**src/sv/tsq_pkg.sv**
```systemverilog
package tsq_pkg;

  // digit width of one partial-product cell in the multiplier chains
  localparam int DIGIT_BITS = 16;

  // flags that ride along the divider and square-root chains
  typedef struct packed {
    logic deg;  // zero volume
    logic sat;  // ratio at or above one
  } tsq_flags_t;

endpackage

```
**src/sv/tsq_sqrt_cell.sv**
```systemverilog
// One digit of the integer square root: bring down two radicand bits,
// try (root << 2) | 1, append one root bit.
module tsq_sqrt_cell import tsq_pkg::*; #(
  parameter int F = 16
) (
  input  logic           clk,
  input  logic           rst_n,
  input  logic           en,
  input  logic           v_i,
  input  logic [2*F-1:0] x_i,
  input  logic [F+2:0]   rem_i,
  input  logic [F-1:0]   root_i,
  input  tsq_flags_t     f_i,
  output logic           v_o,
  output logic [2*F-1:0] x_o,
  output logic [F+2:0]   rem_o,
  output logic [F-1:0]   root_o,
  output tsq_flags_t     f_o
);

  logic [F+2:0]   rem4, trial, rem_nxt, rem_r;
  logic           ge;
  logic [F-1:0]   root_nxt, root_r;
  logic [2*F-1:0] x_r;
  logic           v_r;
  tsq_flags_t     f_r;

  always_comb begin
    rem4     = {rem_i[F:0], x_i[2*F-1 -: 2]};
    trial    = {1'b0, root_i, 2'b01};
    ge       = (rem4 >= trial);
    rem_nxt  = ge ? (rem4 - trial) : rem4;
    root_nxt = {root_i[F-2:0], ge};
  end

  always_ff @(posedge clk) begin
    if (!rst_n) begin
      v_r <= 1'b0;
    end else if (en) begin
      v_r <= v_i;
    end
  end

  always_ff @(posedge clk) begin
    if (en) begin
      x_r    <= {x_i[2*F-3:0], 2'b00};
      rem_r  <= rem_nxt;
      root_r <= root_nxt;
      f_r    <= f_i;
    end
  end

  assign v_o    = v_r;
  assign x_o    = x_r;
  assign rem_o  = rem_r;
  assign root_o = root_r;
  assign f_o    = f_r;

endmodule
```
**config.mk**
```make
export PLATFORM = sky130hd
export DESIGN_NAME = tsq_sqrt_cell
export DESIGN_NICKNAME = d
export VERILOG_FILES = /design/src/sv/tsq_pkg.sv /design/src/sv/tsq_sqrt_cell.sv
export SDC_FILE = /design/constraint.sdc
export NUM_CORES = 1
export LEC_CHECK = 0
export BUFFER_PORTS_ARGS = -buffer_cell sky130_fd_sc_hd__buf_2
export CAP_MARGIN = 10
export CORE_MARGIN = 10
export CORE_UTILIZATION = 30
export CTS_BUF_LIST = sky130_fd_sc_hd__clkbuf_8
export DETAILED_ROUTE_END_ITERATION = 8
export PLACE_DENSITY_LB_ADDON = 0.15
export SLEW_MARGIN = 5
export SYNTH_ARGS = -nofsm -noshare
export SYNTH_HDL_FRONTEND = slang
export SYNTH_SLANG_ARGS = --single-unit
```
**constraint.sdc**
```tcl
create_clock -name clk -period 3.41 [get_ports clk]
set_input_delay 0.8525 -clock clk [delete_from_list [all_inputs] [get_ports clk]]
set_output_delay 0.8525 -clock clk [all_outputs]
set_load 0.05 [all_outputs]
```
-- Word level (Yosys, flattened, before mapping)
Index checks and enable logic that the tools add are counted.
- mux-type cells: 1
- add/subtract/negate cells: 1
- order comparisons: 1
- operator list (cell ; count):
    $ge A19 B18 Y1 ; 1
    $mux W19 ; 1
    $sub A19 B18 Y19 ; 1
- input bits: 73
- output and inout port bits: 70
- bits in registers: 68
- word-level logic and storage cells: 9

-- Depth between registers and ports, before layout
- depth after elaboration: 2
- gate-level depth with buffers: 10
- mapped depth without buffers: 8

-- Worst setup path after synthesis
No wires, ideal clock.
- path kind: in2reg
- start: input port root_i[4]
- end: register rem_r[11], in the netlist rem_o[11] (data pin)
- setup slack: 0.614 ns
- setup time: 0.260 ns
- stages: 9
- arrival time: 2.535 ns
- buffers on the path: 1
- cells stage by stage: inv_1 -> ha_1 -> a21oi_1 -> a211oi_2 -> a21oi_2 -> nor4_4 -> nor2_4 -> buf_12 -> mux2_4
- word-level cells in the longest chain between the ends: 2
- elaborated cells between the ends (all ways): 3
- those cells by class: add/sub: 1; order compare: 1; mux: 1
- ends and longest elaborated chain (what ; RTL line ; RTL):
    from (decl) ; tsq_sqrt_cell.sv:12 ; input logic [F-1:0] root_i,
    $sub A19 B18 Y19 or $ge A19 B18 Y1 (tied branches) ; tsq_sqrt_cell.sv:32, tsq_sqrt_cell.sv:31 ;
    $mux W19 * ; tsq_sqrt_cell.sv:32 ; rem_nxt = ge ? (rem4 - trial) : rem4;
    via rem_nxt[11] ; tsq_sqrt_cell.sv:21 ; logic [F+2:0] rem4, trial, rem_nxt, rem_r;
    to (signal assigned) ; tsq_sqrt_cell.sv:47 ; rem_r <= rem_nxt;
    to (decl) ; tsq_sqrt_cell.sv:21 ;
Mark *: on every way through the listed nets, which the timed path passes. The rest lies on a longest branch.
A chain may end at the register's enable or synchronous reset.

-- Worst setup path in the final report
- start: input port root_i[0]
- end: register rem_r[17], in the netlist rem_o[17] (data pin)
Same word-level chain as after synthesis.

==> impl_metrics.py <==
metrics = {
    "setup_path": {
        "path_depth": 9,
        "rr_endpoint": "v_o",
        "crit_family": "compound AO/OA/AOI/OAI gates",
        "cpMaxStageDelayCell": "o41ai_1",
        "path_cells": "buf_2 > inv_1 > ha_1 > o21ai_0 > a211oi_2 > a21oi_1 > o41ai_1 > xor2_1 > mux2_4",
        "timing.critical_path.buf_inv": 2,
        "crit_path_max_incr_delay_ns": 0.42,
        "r2r-start": "v_o",
        "critPathCaptureType": "flip-flop",
        "crit_start": "root_i[0]",
        "cp_max_fo": 5,
        "cp.required_ns": 3.52,
        "r2r_setup_slack_ns": 2.82,
        "r2r_cells": 2,
        "cp.arrival_ns": 2.83,
        "worstSetupPathType": "in -> reg",
        "crit_path_end": "rem_o[17]",
        "cp-start-kind": "primary input",
    },
    "flow_run": {
        "maxCapViolations": 0,
    },
    "layout": {
        "final_common_cell": "buf_2",
        "final_core_utilization": 0.404,
        "layout.cells.non_filler": 538,
        "final_cell_mix": "buf_2, edfxtp_1, inv_1, ha_1, a21oi_1",
        "diodes": 0,
        "area_growth_pct": 30.8,
        "drive_above_1_share": 0.455,
        "nets": 484,
        "stdcell_area_um2": 4400,
    },
    "global_route": {
        "grt_pass1_vias": 2582,
        "grt_max_degree": 69,
        "grt_use_total": 0.109,
        "antenna_found_initial": 1,
        "grt_overflow": 0,
        "grt_pass1_wl_mm": 13.8,
    },
    "sta": {
        "setup_viol": 0,
        "period_share": 0.798,
        "skew_ns": 0,
        "slew_headroom": 0.411,
        "setup_tns_ns": 0,
        "maxSlewViolCount": 0,
        "hold_viol": 0,
        "setup_slack_ns": 0.689,
        "worst-slew-pin-transition_ns": 0.884,
        "hold_slack_ns": 0.519,
        "grt_setup_unrepaired": "no",
        "max_freq_ghz": 0.367,
        "fin_crit_ns": 2.72,
    },
    "cts": {
        "clock_latency_ns": 0.34,
        "cts_tree": "done",
        "clock_sinks": 68,
        "cts_root_buf": "clkbuf_8",
        "cts.hold.buffers_added": 0,
        "cts_buffer_depth": 2,
        "cts_setup_buffers": 0,
        "cts_max_level": 3,
        "cts_buffers": 9,
        "clk_pin_slew_worst_paths_ns": 0.08,
        "cts_resized": 0,
    },
    "floorplan": {
        "die_h_um": 126,
        "start_util": 0.309,
        "core_um2": 10900,
        "rows": 38,
        "die_width_um": 126,
        "io_pins": 143,
        "dieArea_um2": 15800,
    },
    "synthesis": {
        "ys_seq_elements": 68,
        "synth_cells": 246,
        "synth_edf_count": 67,
        "async_reset_ff_frac": 0,
        "synth_flop_cell": "edfxtp_1",
        "avgSynthCellArea_um2": 13.7,
        "seq_area_frac_synth": 0.604,
        "yosys_warnings": 0,
        "syn_area_um2": 3360,
        "ys_types": 45,
    },
    "routing": {
        "routed-via-count": 2487,
        "drt_iter0_markers": 144,
        "drtAntennaViolNets": 0,
        "routed_wl_mm": 8.87,
        "viasPerCell": 4.62,
        "dr.pass1.iters": 4,
        "drcViolationCount": 0,
        "wire_per_inst_um": 16.5,
    },
    "placed_design": {
        "placed_cell_area_um2": 4210,
        "pre_cts_ws_ns": 0.338,
        "place.gp.congestion": 0.791,
        "dpl.hpwl_mm": 6.92,
        "dp_cells": 522,
        "io_buffers": 138,
    },
    "run_status": {
        "status": "completed",
    },
    "power_and_ir_drop": {
        "leakage_nw": 1.91,
        "power_density_nw_per_um2": 548,
        "ir_drop_v": 0.000248,
        "total_power_mw": 2.41,
    },
    "min_path": {
        "hold_class": "reg -> reg",
        "hold_depth": 2,
    },
}
[registers in the layout (all words and copies together), names as in the netlist]
name    flops
root_o     16
f_o         2
x_o        30
rem_o      19
v_o         1
[area by class of cell]
cell class                 count  area, um^2
inverter                      21        78.8
clock buffer                   9         124
clock inverter                 7        66.3
sequential                    68        2030
timing repair buffer         141         716
multi-input combinational    152        1200
tap                          140         175
fill                        1096        6490
[per-layer routing]
layer / track usage / wire length, um
met5: 0 / 12
met4: 0.0442 / 130
met3: 0.0487 / 863
met2: 0.163 / 3860
met1: 0.135 / 4000
[logic make-up after synthesis]
family,after synthesis,share of synthesized area
AOI/OAI and AO/OA,53,0.111
xor gates and xnor gates,15,0.0391
adders and majority gates,18,0.0670
buffers and inverters,27,0.0383
DFF,68,0.604
muxes,19,0.0703
other,1,0.00112
and+or+nand+nor,45,0.0692
[worst min-delay path: stages, from the launching register on]
cell and delay, ns:
dfxtp_1 0.33, mux2i_1 0.06, nor2b_1 0.09
[synthesized netlist by cell type (all sizes together) (5+ instances only)]
cell type | instances | area (um^2)
o21ai | 12 | 63.8
inv | 21 | 78.8
nand2 | 12 | 45.0
a211oi | 5 | 47.5
mux2 | 16 | 206
xor2 | 7 | 61.3
a21oi | 16 | 83.8
o21a | 5 | 37.5
nor2 | 11 | 48.8
nor3 | 7 | 35.0
ha | 18 | 225
edfxtp | 67 | 2010
xnor2 | 8 | 70.1
[power by group]
group | switching [mW] | internal, mW | leakage, nW
sequential | 0.0180 | 1.02 | 0.664
combinational | 0.502 | 0.216 | 1.15
clock | 0.320 | 0.334 | 0.0923
total | 0.840 | 1.57 | 1.91
[worst min path at each step]
stage | start | to
finish | v_o | v_o
global placement | v_o | v_o
CTS | v_o | v_o
floorplan | v_o | v_o
detailed placement | v_o | v_o
global route | v_o | v_o
No activity file was read; power rests on OpenSTA's default activity.
