## config.mk

```make
export PLATFORM = sky130hd
export DESIGN_NAME = tsq_div_cell
export DESIGN_NICKNAME = d
export VERILOG_FILES = /design/src/sv/tsq_pkg.sv /design/src/sv/tsq_div_cell.sv
export SDC_FILE = /design/constraint.sdc
export NUM_CORES = 1
export LEC_CHECK = 0
export BUFFER_PORTS_ARGS = -buffer_cell sky130_fd_sc_hd__buf_2
export CORE_AREA = 2 2 204 206
export DETAILED_ROUTE_END_ITERATION = 12
export DIE_AREA = 0 0 206 208
export GPL_ROUTABILITY_DRIVEN = 0
export PLACE_DENSITY = 0.69
export SYNTH_ARGS = -nofsm -noshare
export SYNTH_HDL_FRONTEND = slang
export SYNTH_SLANG_ARGS = --single-unit
```

## constraint.sdc

```tcl
create_clock -name clk -period 3.06 [get_ports clk]
set_input_delay 0 -clock clk [delete_from_list [all_inputs] [get_ports clk]]
set_output_delay 0 -clock clk [all_outputs]
set_load 0.02 [all_outputs]
```

## src/sv/tsq_pkg.sv

```systemverilog
package tsq_pkg;

  // digit width of one partial-product cell in the multiplier chains
  localparam int DIGIT_BITS = 16;

  // flags that ride along the divider and square-root chains
  typedef struct packed {
    logic deg;  // zero volume
    logic sat;  // ratio at or above one
  } tsq_flags_t;

endpackage

```

## src/sv/tsq_div_cell.sv

```systemverilog
// One restoring-division step: shift the remainder, try the divisor,
// append one quotient bit.
module tsq_div_cell import tsq_pkg::*; #(
  parameter int RW = 114,
  parameter int QW = 32
) (
  input  logic          clk,
  input  logic          rst_n,
  input  logic          en,
  input  logic          v_i,
  input  logic [RW-1:0] rem_i,
  input  logic [RW-1:0] dvs_i,
  input  logic [QW-1:0] q_i,
  input  tsq_flags_t    f_i,
  output logic          v_o,
  output logic [RW-1:0] rem_o,
  output logic [RW-1:0] dvs_o,
  output logic [QW-1:0] q_o,
  output tsq_flags_t    f_o
);

  logic [RW:0]   r2;
  logic          ge;
  logic          v_r;
  logic [RW-1:0] rem_r, rem_nxt, dvs_r;
  logic [QW-1:0] q_r, q_nxt;
  tsq_flags_t    f_r;

  // trial subtract of the divisor
  always_comb begin
    r2      = {rem_i, 1'b0};
    ge      = (r2 >= {1'b0, dvs_i});
    rem_nxt = ge ? RW'(r2 - {1'b0, dvs_i}) : r2[RW-1:0];
    q_nxt   = {q_i[QW-2:0], ge};
  end

  always_ff @(posedge clk) begin
    if (!rst_n) begin
      v_r <= 1'b0;
    end else if (en) begin
      v_r <= v_i;
    end
  end

  always_ff @(posedge clk) begin
    if (en) begin
      rem_r <= rem_nxt;
      dvs_r <= dvs_i;
      q_r   <= q_nxt;
      f_r   <= f_i;
    end
  end

  assign v_o   = v_r;
  assign rem_o = rem_r;
  assign dvs_o = dvs_r;
  assign q_o   = q_r;
  assign f_o   = f_r;

endmodule

```

## Word-level counts from Yosys, hierarchy flattened

Index checks and enable logic that the tools add are counted.

- Magnitude comparators: 1
- Add/sub/neg operators: 1
- Muxes and demuxes: 1

Operators by type and width:

| operator | count |
|---|---|
| 115-bit by 114-bit >= comparator with 1-bit output | 1 |
| 114-bit two-way mux | 1 |
| 114-bit subtractor | 1 |

- Output and inout port bits: 263
- Bits in registers: 263
- Input port bits: 266

## Logic depth before layout (Yosys ltp)

- Depth after elaboration: 2
- Gate-level depth with buffers: 15
- Depth with buffers taken out: 13

## Worst setup path before layout

No wires, ideal clock.

- Kind: input port to flip-flop
- Start: input dvs_i[0]
- End: register rem_r[108] (netlist: rem_o[108]) (data pin)
- Data arrival time: 2.550 ns
- Path slack: 0.254 ns
- Cell stages on the path: 13
- Cell sequence: inv_1 -> fa_1 -> a21o_1 -> a221oi_1 -> o21ai_1 -> a21oi_4 -> o211ai_2 -> a2111oi_2 -> nor2_2 -> and3b_1 -> or3_1 -> nand3_1 -> o21ai_1

- Longest elaborated chain between the ends: 2

RTL lines:

| what | line | source |
|---|---|---|
| start: declaration | tsq_div_cell.sv:12 | `input logic [RW-1:0] dvs_i,` |
| 114-bit subtractor or 115-bit by 114-bit >= comparator with 1-bit output (tied branches) | tsq_div_cell.sv:33, tsq_div_cell.sv:32 |  |
| 114-bit two-way mux * | tsq_div_cell.sv:33 | `rem_nxt = ge ? RW'(r2 - {1'b0, dvs_i}) : r2[RW-1:0];` |
| net rem_nxt[108] | tsq_div_cell.sv:25 | `logic [RW-1:0] rem_r, rem_nxt, dvs_r;` |
| end signal: assignment | tsq_div_cell.sv:47 | `rem_r <= rem_nxt;` |
| end: declaration | tsq_div_cell.sv:25 |  |

The timed path passes the listed nets; every way through them passes the cells marked *.
A chain may end at the register's enable or synchronous reset.

## Worst setup path in the final report

- Start: input dvs_i[4]
- End: register rem_r[103] (netlist: rem_o[103]) (data pin)

Same word-level chain as after synthesis.

==> out/metrics.cfg <==
[run_status]
status = finished clean

[power]
max-vdd-ir-drop_mv = 0.376
p_per_area_mw_per_mm2 = 481
p_leak_uw = 0.0122

[cells_and_area]
final_area_mm2 = 0.0270
drive_above_1_share = 0.350
fill_cells = 3130
multi_input_area_mm2 = 0.00881
utilization = 0.666
final_nets = 3276
seq_area_mm2 = 0.00789
syn_to_final_growth_pct = 54.2
stdcell_count = 3459

[critical_path]
r2r-start = v_o
critical-path-top-delay-family = compound AO/OA/AOI/OAI gates
cp_slowest_stage_delay_ns = 0.51
critical_path_required_ns = 3.39
cp.buffers_inverters = 4
crit_end = rem_o[103]
setup.worst_path.start = dvs_i[4]
path_class = primary input to flop
crit_arrival_ns = 3.35
cp_common_cell = buf_4
startpoint_type = primary input
reg2reg_depth = 3
cp.depth = 16
regToRegSetupSlack_ns = 1.91
endpoint_kind = flop
crit_chain = buf_2, inv_1, ha_1, o211ai_1, a21oi_2, o2111ai_1, a31oi_1, buf_4, nor3_1, buf_4, o311a_1, o21ai_1, nand4_1, and3_1, xnor2_1, a21oi_1
crit_fanout = 4
reg2reg_to = v_o
slowest_stage = a31oi_1

[timing]
fmax_ghz = 0.331
fin_crit_sh = 0.986
worst_slew_pin_slew_ns = 0.698
fin_crit_ns = 3.02
slew_headroom = 0.535
setup_slack_ns = 0.0424
finalHoldViolCount = 0
setup_viol = 0
slew_viol_final = 0
finClkSkew_ns = 0
hold_slack_ns = 0.00784

[synth]
syn_inst = 1820
ys_warn_count = 0
synth_most_common_cell = a21oi_1
synth.area.top_cells = edfxtp_1 (45%), ha_1 (8.1%), a21oi_1 (7.7%)
synthFlopType = edfxtp_1
synthTopCellsByCount = a21oi_1 (268), edfxtp_1 (262), nor2_1 (183)
async_flop_share = 0
yosysTopAreaCellShare = 0.449
netlist_area_mm2 = 0.0175
synth-edff-count = 262
syn_avg_cell_area_um2 = 9.63
syn_nets = 2201
yosysSeqAreaShare = 0.450
synth_area_leader_cell = edfxtp_1
yosys_register_bits = 263
synth.distinct_cells = 90

[place]
pre_cts_slack_ns = -0.451
place_area_mm2 = 0.0230
dp.cells = 3126
place_hpwl_um = 53300
place.port_buffers = 527

[routing]
drc = 0
finalWirelength_um = 70500
postRouteAntennaNets = 0
vias = 18800
first_iter_violations = 1552
firstDrtPassIters = 5
vias_per_cell = 5.44
wl_per_cell_um = 20.4

[clock_tree]
clkSlewWorstSetupHoldPaths_ns = 0.07
clockBufferDepth = 3
ctsHtreeMaxLevel = 1
cts_tree = done
cts_num_sinks = 263
cts_buffers = 30
clk_latency_ns = 0.57
root_buffer = clkbuf_16

[floorplan]
rows = 74
die_w_um = 206
initial_core_util = 0.432
core_mm2 = 0.0406
design.die.area_mm2 = 0.0428
chipHeight_um = 208
ios = 529

[hold_path]
worstHoldPathType = primary input to flop

[global_route]
grt_usage = 0.313
grt_pass1_vias = 19100
grt_pass1_wl_um = 105000
antenna_found_initial = 6
overflow = 0
grt_max_degree = 83

[job]
maxCapViolCount = 0

## area by class of cell
class,count,share of cell area
flip-flops and latches,263,0.292
inverters,161,0.0224
clock buffers,35,0.0293
clock inverters,20,0.00908
multi-input cells,1305,0.326
repair buffers,1134,0.296
well taps,532,0.0246
diodes,9,0.000834
## power by group
group	switching, µW	internal [µW]	total [µW]	leakage (µW)
clock	1550	2270	3830	0.000499
combinational	2630	1940	4560	0.00914
sequential	125	4490	4610	0.00258
## cell usage in the layout (no fill, tap or decap), types with 7 or more instances in the layout
master / netlist / layout
ha_1: 114 / 103
dlygate4sd3_1: 0 / 262
and3_1: 10 / 10
a21o_1: 41 / 41
buf_4: 4 / 335
a21oi_1: 268 / 253
edfxtp_1: 262 / 262
nand4_1: 68 / 68
nand2_1: 120 / 118
o21ai_1: 20 / 25
o21ai_0: 68 / 59
o21bai_1: 40 / 38
o31ai_1: 8 / 8
o21ai_2: 4 / 8
nor2_2: 2 / 9
o211ai_1: 10 / 10
o21a_1: 17 / 17
buf_2: 42 / 525
diode_2: 0 / 9
a21oi_2: 3 / 18
mux2_1: 14 / 14
xor2_1: 42 / 42
xnor2_1: 67 / 67
nor2_1: 183 / 176
inv_1: 161 / 161
nand2b_1: 9 / 9
nand3_1: 20 / 19
nor2b_1: 7 / 7
and4_1: 10 / 10
clkbuf_16: 0 / 31
buf_12: 0 / 10
a31oi_1: 15 / 15
nor3_1: 33 / 27
## worst min-delay path, cell delays in order
cell,delay [ns]
buf_2,0.12
fa_1,0.17
mux2_1,0.16
## kinds of logic (layout without fill, tap and decap cells)
family,after synthesis,after routing,share of synthesized area
flops,263,263,0.450
other cells,0,9,0
buf+inv,252,1350,0.0643
compound gates,561,561,0.199
mux,19,19,0.0123
xor+xnor,109,109,0.0545
fa+ha+maj,115,115,0.0826
simple gates,501,501,0.137
## layer usage
metal | track usage | vias up | routed length [µm]
met1 | 0.357 | 8928 | 26300
met5 | 0 | - | 0
met3 | 0.0559 | 197 | 5480
met2 | 0.566 | 901 | 35400
li1 | - | 8797 | -
met4 | 0.135 | 0 | 3360
## worst min-delay path by stage
stage,cells after the start,startpoint,end
2_1_floorplan,0,dvs_i[0],dvs_o[0]
3_3_place_gp,1,q_i[3],q_o[4]
3_5_place_dp,1,q_i[9],q_o[10]
4_1_cts,3,rem_i[0],rem_o[1]
5_1_grt,3,rem_i[0],rem_o[1]
6_report,3,rem_i[0],rem_o[1]
## registers in the layout (all words and copies together), names as in the netlist
signal  cells
dvs_o     114
rem_o     114
q_o        32
f_o         2
v_o         1
## per-stage QoR
| stage | setup TNS [ns] | power, µW |
|---|---|---|
| 2_1_floorplan | 0 | 6940 |
| 3_3_place_gp | -33.25 | 8710 |
| 3_5_place_dp | -35.38 | 8760 |
| 4_1_cts | 0 | 12900 |
| 5_1_grt | -0.111 | 13500 |
| 6_report | 0 | 13000 |
## timing repair
item	in CTS	in global routing
resized for setup	0	76
setup endpoints to repair	0	107
endpoints found under the hold margin	334	0
buffers inserted	0	9
hold buffers	262	0
Note: power is estimated with default switching activity, not from simulation.
